## src/hdl/ttl_lfu_cache_table_unit_macros.svh

```systemverilog
// assertion macros for the cache table unit
`ifndef TTL_LFU_CACHE_TABLE_UNIT_MACROS_SVH
`define TTL_LFU_CACHE_TABLE_UNIT_MACROS_SVH

// same-cycle implication, checked on clk, quiet in reset
`define TTL_LFU_ASSERT_IMPL(label, ante, cons) \
	label: assert property (@(posedge clk) disable iff (!arst_n) (ante) |-> (cons)) \
		else $error("cache table check failed");

// next-cycle implication, checked on clk, quiet in reset
`define TTL_LFU_ASSERT_NEXT(label, ante, cons) \
	label: assert property (@(posedge clk) disable iff (!arst_n) (ante) |=> (cons)) \
		else $error("cache table check failed");

`endif

```

## src/hdl/ttl_lfu_ram.sv

```systemverilog
`default_nettype none
module ttl_lfu_ram #(
	parameter int WIDTH = 8,
	parameter int DEPTH = 16
) (
	input  wire logic                     clk,
	input  wire logic                     we,
	input  wire logic [$clog2(DEPTH)-1:0] waddr,
	input  wire logic [WIDTH-1:0]         wdata,
	input  wire logic                     re,
	input  wire logic [$clog2(DEPTH)-1:0] raddr,
	output logic      [WIDTH-1:0]         rdata
);

	logic [WIDTH-1:0] mem [DEPTH];

	// one write port, one registered read port
	always_ff @(posedge clk) begin
		if (we) begin
			mem[waddr] <= wdata;
		end
		if (re) begin
			rdata <= mem[raddr];
		end
	end

endmodule
`default_nettype wire

```

## config.mk

```make
export PLATFORM = sky130hd
export DESIGN_NAME = ttl_lfu_ram
export DESIGN_NICKNAME = d
export VERILOG_FILES = /design/src/hdl/ttl_lfu_cache_table_unit_macros.svh /design/src/hdl/ttl_lfu_ram.sv
export SDC_FILE = /design/constraint.sdc
export NUM_CORES = 1
export LEC_CHECK = 0
export ABC_AREA = 1
export BUFFER_PORTS_ARGS = -buffer_cell sky130_fd_sc_hd__buf_2
export CAP_MARGIN = 0
export CORE_MARGIN = 2
export CORE_UTILIZATION = 25
export DETAILED_ROUTE_END_ITERATION = 12
export HOLD_SLACK_MARGIN = 0.05
export SLEW_MARGIN = 20
export SYNTH_ARGS = -nofsm -noshare
export SYNTH_HDL_FRONTEND = slang
export SYNTH_SLANG_ARGS = --single-unit
```

## constraint.sdc

```tcl
create_clock -name clk -period 2.55 [get_ports clk]
set_input_delay 0.255 -clock clk [delete_from_list [all_inputs] [get_ports clk]]
set_output_delay 0.255 -clock clk [all_outputs]
set_load 0.005 [all_outputs]
```

## Word-level counts from Yosys, hierarchy flattened

Memories as Yosys holds them, arrays and structs flattened. A register that Yosys moved wholly into a read port is not among the register bits.
Cells that the tools add are included.

| storage, ports and cells | value |
|---|---|
| flip-flop bits (word level) | 0 |
| bits in writable memories | 128 |
| output and inout port bits | 8 |
| logic and storage cells | 3 |
| memories | 1 |

| cells by class | value |
|---|---|
| muxes and demuxes | 2 |

Memory list:

| memory | depth | bits a word | rd ports | clocked after Yosys merged registers in | wr ports | line | text |
|---|---|---|---|---|---|---|---|
| mem | 16 | 8 | 1 | 1 | 1 | ttl_lfu_ram.sv:15 | `logic [WIDTH-1:0] mem [DEPTH];` |

Operator list:

| kind | number |
|---|---|
| $mux W1 | 2 |

## Logic depth before layout (Yosys ltp)

| depth | value |
|---|---|
| depth after elaboration | 2 |
| gate-level depth with buffers | 8 |

## Worst setup path after synthesis

No wires, ideal clock.

| timing path | value |
|---|---|
| path kind | input-to-reg |
| start point | in waddr[2] |
| end point | mem mem[10][0] (enable) |
| arrival | 0.836 ns |
| path slack | 1.344 ns |
| cell stages on the path | 2 |
| cell sequence | nand3b_1 -> nor2_1 |

RTL lines:

| element | line | text |
|---|---|---|
| start: declaration | ttl_lfu_ram.sv:8 | `input wire logic [$clog2(DEPTH)-1:0] waddr,` |
| end: declaration | ttl_lfu_ram.sv:15 |  |

No word-level cell before the write port.

==> results.sh <==
export IMPL_p_total_mw=5.06
export IMPL_min_from="re"
export IMPL_grt_antenna_before_repair=0
export IMPL_swShare_pct=21.0
export IMPL_rr_worst_depth=6
export IMPL_p_comb_share_pct=5.9
export IMPL_antenna_cells=0
export IMPL_drv_cap=0
export IMPL_yosysMostFrequentCell="nand2_1"
export IMPL_dieArea_um2=24600
export IMPL_grt_pass1_vias=3570
export IMPL_portBuffers=26
export IMPL_hold_violations=0
export IMPL_rrSetupSlack_ns=1.39
export IMPL_path_clk_slew_ns=0.05
export IMPL_cts_root_buffer="clkbuf_16"
export IMPL_clockBufferDepth=2
export IMPL_cp_max_fo=33
export IMPL_drc_errors=0
export IMPL_cts_tree="yes"
export IMPL_leakagePower_nw=2.82
export IMPL_nNetsFinal=597
export IMPL_post_drt_wl_per_cell_um=15.2
export IMPL_area_growth_pct=16.2
export IMPL_tightest_slew_ns=0.883
export IMPL_synth_nets=570
export IMPL_synth_common_cells="173 x nand2_1, 136 x edfxtp_1, 100 x inv_1, 97 x nand3_1, 17 x nor2_1"
export IMPL_drv_slew=0
export IMPL_p_int_mw=4.00
export IMPL_placed_cells=872
export IMPL_finalCritPeriodShare_pct=63.0
export IMPL_power_per_cell_area_nw_per_um2=745
export IMPL_post_route_min_period_ns=1.61
export IMPL_grt_overflow_total=0
export IMPL_netSwitchingPower_mw=1.06
export IMPL_end_kind="register"
export IMPL_initialDrtViolationCount=262
export IMPL_dr_total_vias=3672
export IMPL_skew_ns=0.0144
export IMPL_seqPwrFrac_pct=50.2
export IMPL_track_usage_pct=11.7
export IMPL_viasPerCell=4.08
export IMPL_firstDrtPassIters=5
export IMPL_synth_top_area_cell="edfxtp_1"
export IMPL_fp_row_count=55
export IMPL_synth_edf_count=136
export IMPL_drt_antenna_violating_nets=0
export IMPL_fp_coreArea_um2=22800
export IMPL_drive_gt1_share_pct=9.20
export IMPL_timing_rr_start="mem[0][7]"
export IMPL_postCtsSetupBuffers=0
export IMPL_synth_cells=551
export IMPL_max_freq_mhz=623
export IMPL_power_share_clock_pct=43.9
export IMPL_reg2reg_to="rdata[7]"
export IMPL_die_x_um=157
export IMPL_ys_top_cells_by_area="edfxtp_1 70%, nand2_1 11%, nand3_1 8.3%"
export IMPL_finalSetupViolCount=0
export IMPL_ys_ff_latch=136
export IMPL_post_cts_resized=0
export IMPL_ir_drop_uv=515
export IMPL_synth_main_ff_cell="edfxtp_1"
export IMPL_syn_area_per_cell_um2=10.6
export IMPL_cts_sinks=136
export IMPL_hold_buffers=0
export IMPL_status="finished, final reports clean"
export IMPL_synth_area_um2=5850
export IMPL_async_flop_share_pct=0
export IMPL_pin_count=27
export IMPL_start_util_pct=25.7
export IMPL_grt_first_pass_wirelength_um=21200
export IMPL_setup_worst_path_start_class="primary input"
export IMPL_htreeDepth=4
export IMPL_layout_cells_non_filler=900
export IMPL_critPathKind="primary input to register"
export IMPL_startpoint="raddr[1]"
export IMPL_drt_wl_total_um=13700
export IMPL_synth_cell_types=11
export IMPL_routabilityCongestion=0.832
export IMPL_yosysSeqAreaShare_pct=69.8
export IMPL_clk_latency_ns=0.42
export IMPL_nFillCells=2371
export IMPL_synth_warning_count=0
export IMPL_rsz0062_at_grt="no"
export IMPL_die_h_um=157
export IMPL_tns_ns=0
export IMPL_crit_end="rdata[7]"
export IMPL_hold_class="primary input to register"
export IMPL_yosysTopAreaCellShare_pct=69.8
export IMPL_grt_max_degree=65
export IMPL_arrival_ns=1.77
export IMPL_cts_made_buffers=17
export IMPL_slew_headroom_pct=40.9
export IMPL_required_ns=2.71
export IMPL_dp_hpwl_um=8750
-- worst max-delay path, stage by stage --
cell and delay [ns]:
buf_2 0.51, inv_2 0.44, nand3_1 0.20, nand3_1 0.09
nand3_1 0.18, nand2_1 0.07
-- power by group through the flow --
stage | sequential [mW] | combinational (mW) | clock [mW]
2_1_floorplan | 2.58 | 0.177 | 0
3_3_place_gp | 2.58 | 0.298 | 0
3_5_place_dp | 2.58 | 0.299 | 0
4_1_cts | 2.54 | 0.300 | 2.25
5_1_grt | 2.54 | 0.335 | 2.33
6_report | 2.54 | 0.297 | 2.22
-- worst min path at each step --
stage | slack, ns | depth (start not counted) | end
after floorplan | 0.35 | 0 | mem[0][0]
after global placement | 0.62 | 1 | rdata[5]
after detailed placement | 0.62 | 1 | rdata[5]
after CTS | 0.18 | 1 | rdata[5]
after global routing | 0.20 | 1 | rdata[5]
final | 0.20 | 1 | rdata[5]
-- flip-flops by register name, indices dropped and copies added (netlist names) --
name / cells
mem: 128
rdata: 8
-- area by class of cell --
class | instances | area (um2) | share of cell area (%)
Inverter | 102 | 383 | 5.64
Timing Repair Buffer | 32 | 200 | 2.95
Tap cell | 313 | 392 | 5.77
Clock inverter | 8 | 83.8 | 1.23
Sequential cell | 136 | 4080 | 60.1
Clock buffer | 20 | 437 | 6.43
Multi-Input combinational cell | 289 | 1210 | 17.9
-- placed cells by master, fill, tap and decap left out --
cell | netlist | layout
nand2_1 | 173 | 173
edfxtp_1 | 136 | 136
inv_1 | 100 | 100
nand3_1 | 97 | 97
buf_2 | 13 | 26
nor2_1 | 17 | 17
clkbuf_16 | 0 | 17
clkinv_1 | 0 | 5
buf_4 | 4 | 4
clkbuf_1 | 0 | 3
inv_2 | 2 | 2
nand3b_1 | 2 | 2
bufinv_16 | 0 | 2
buf_12 | 0 | 2
clkinv_2 | 0 | 1
-- layer usage --
layer | up-vias | wire length (um) | GRT usage (%)
met5 | - | 0 | 0
met4 | 0 | 192 | 4.11
met3 | 14 | 668 | 2.97
met2 | 89 | 6130 | 17.7
met1 | 1739 | 6670 | 16.2
li1 | 1830 | - | -
-- logic make-up (layout without fill, tap and decap cells) --
kind of cell | Yosys count | in the layout | share of synthesized area (%)
simple gates | 289 | 289 | 20.8
flops | 136 | 136 | 69.8
buf+inv | 126 | 162 | 9.39
-- stage by stage --
step | hold slack, ns | setup slack [ns] | utilization [%] | cell area, um2
global placement | 0.622 | 0.518 | 27.5 | 6270
detailed placement | 0.621 | 0.521 | 27.5 | 6270
global route | 0.201 | 0.793 | 29.8 | 6790
CTS | 0.184 | 0.955 | 29.8 | 6790
finish | 0.202 | 0.944 | 29.8 | 6790
floorplan | 0.354 | 1.34 | - | 5850
(Power assumes the default switching activity.)
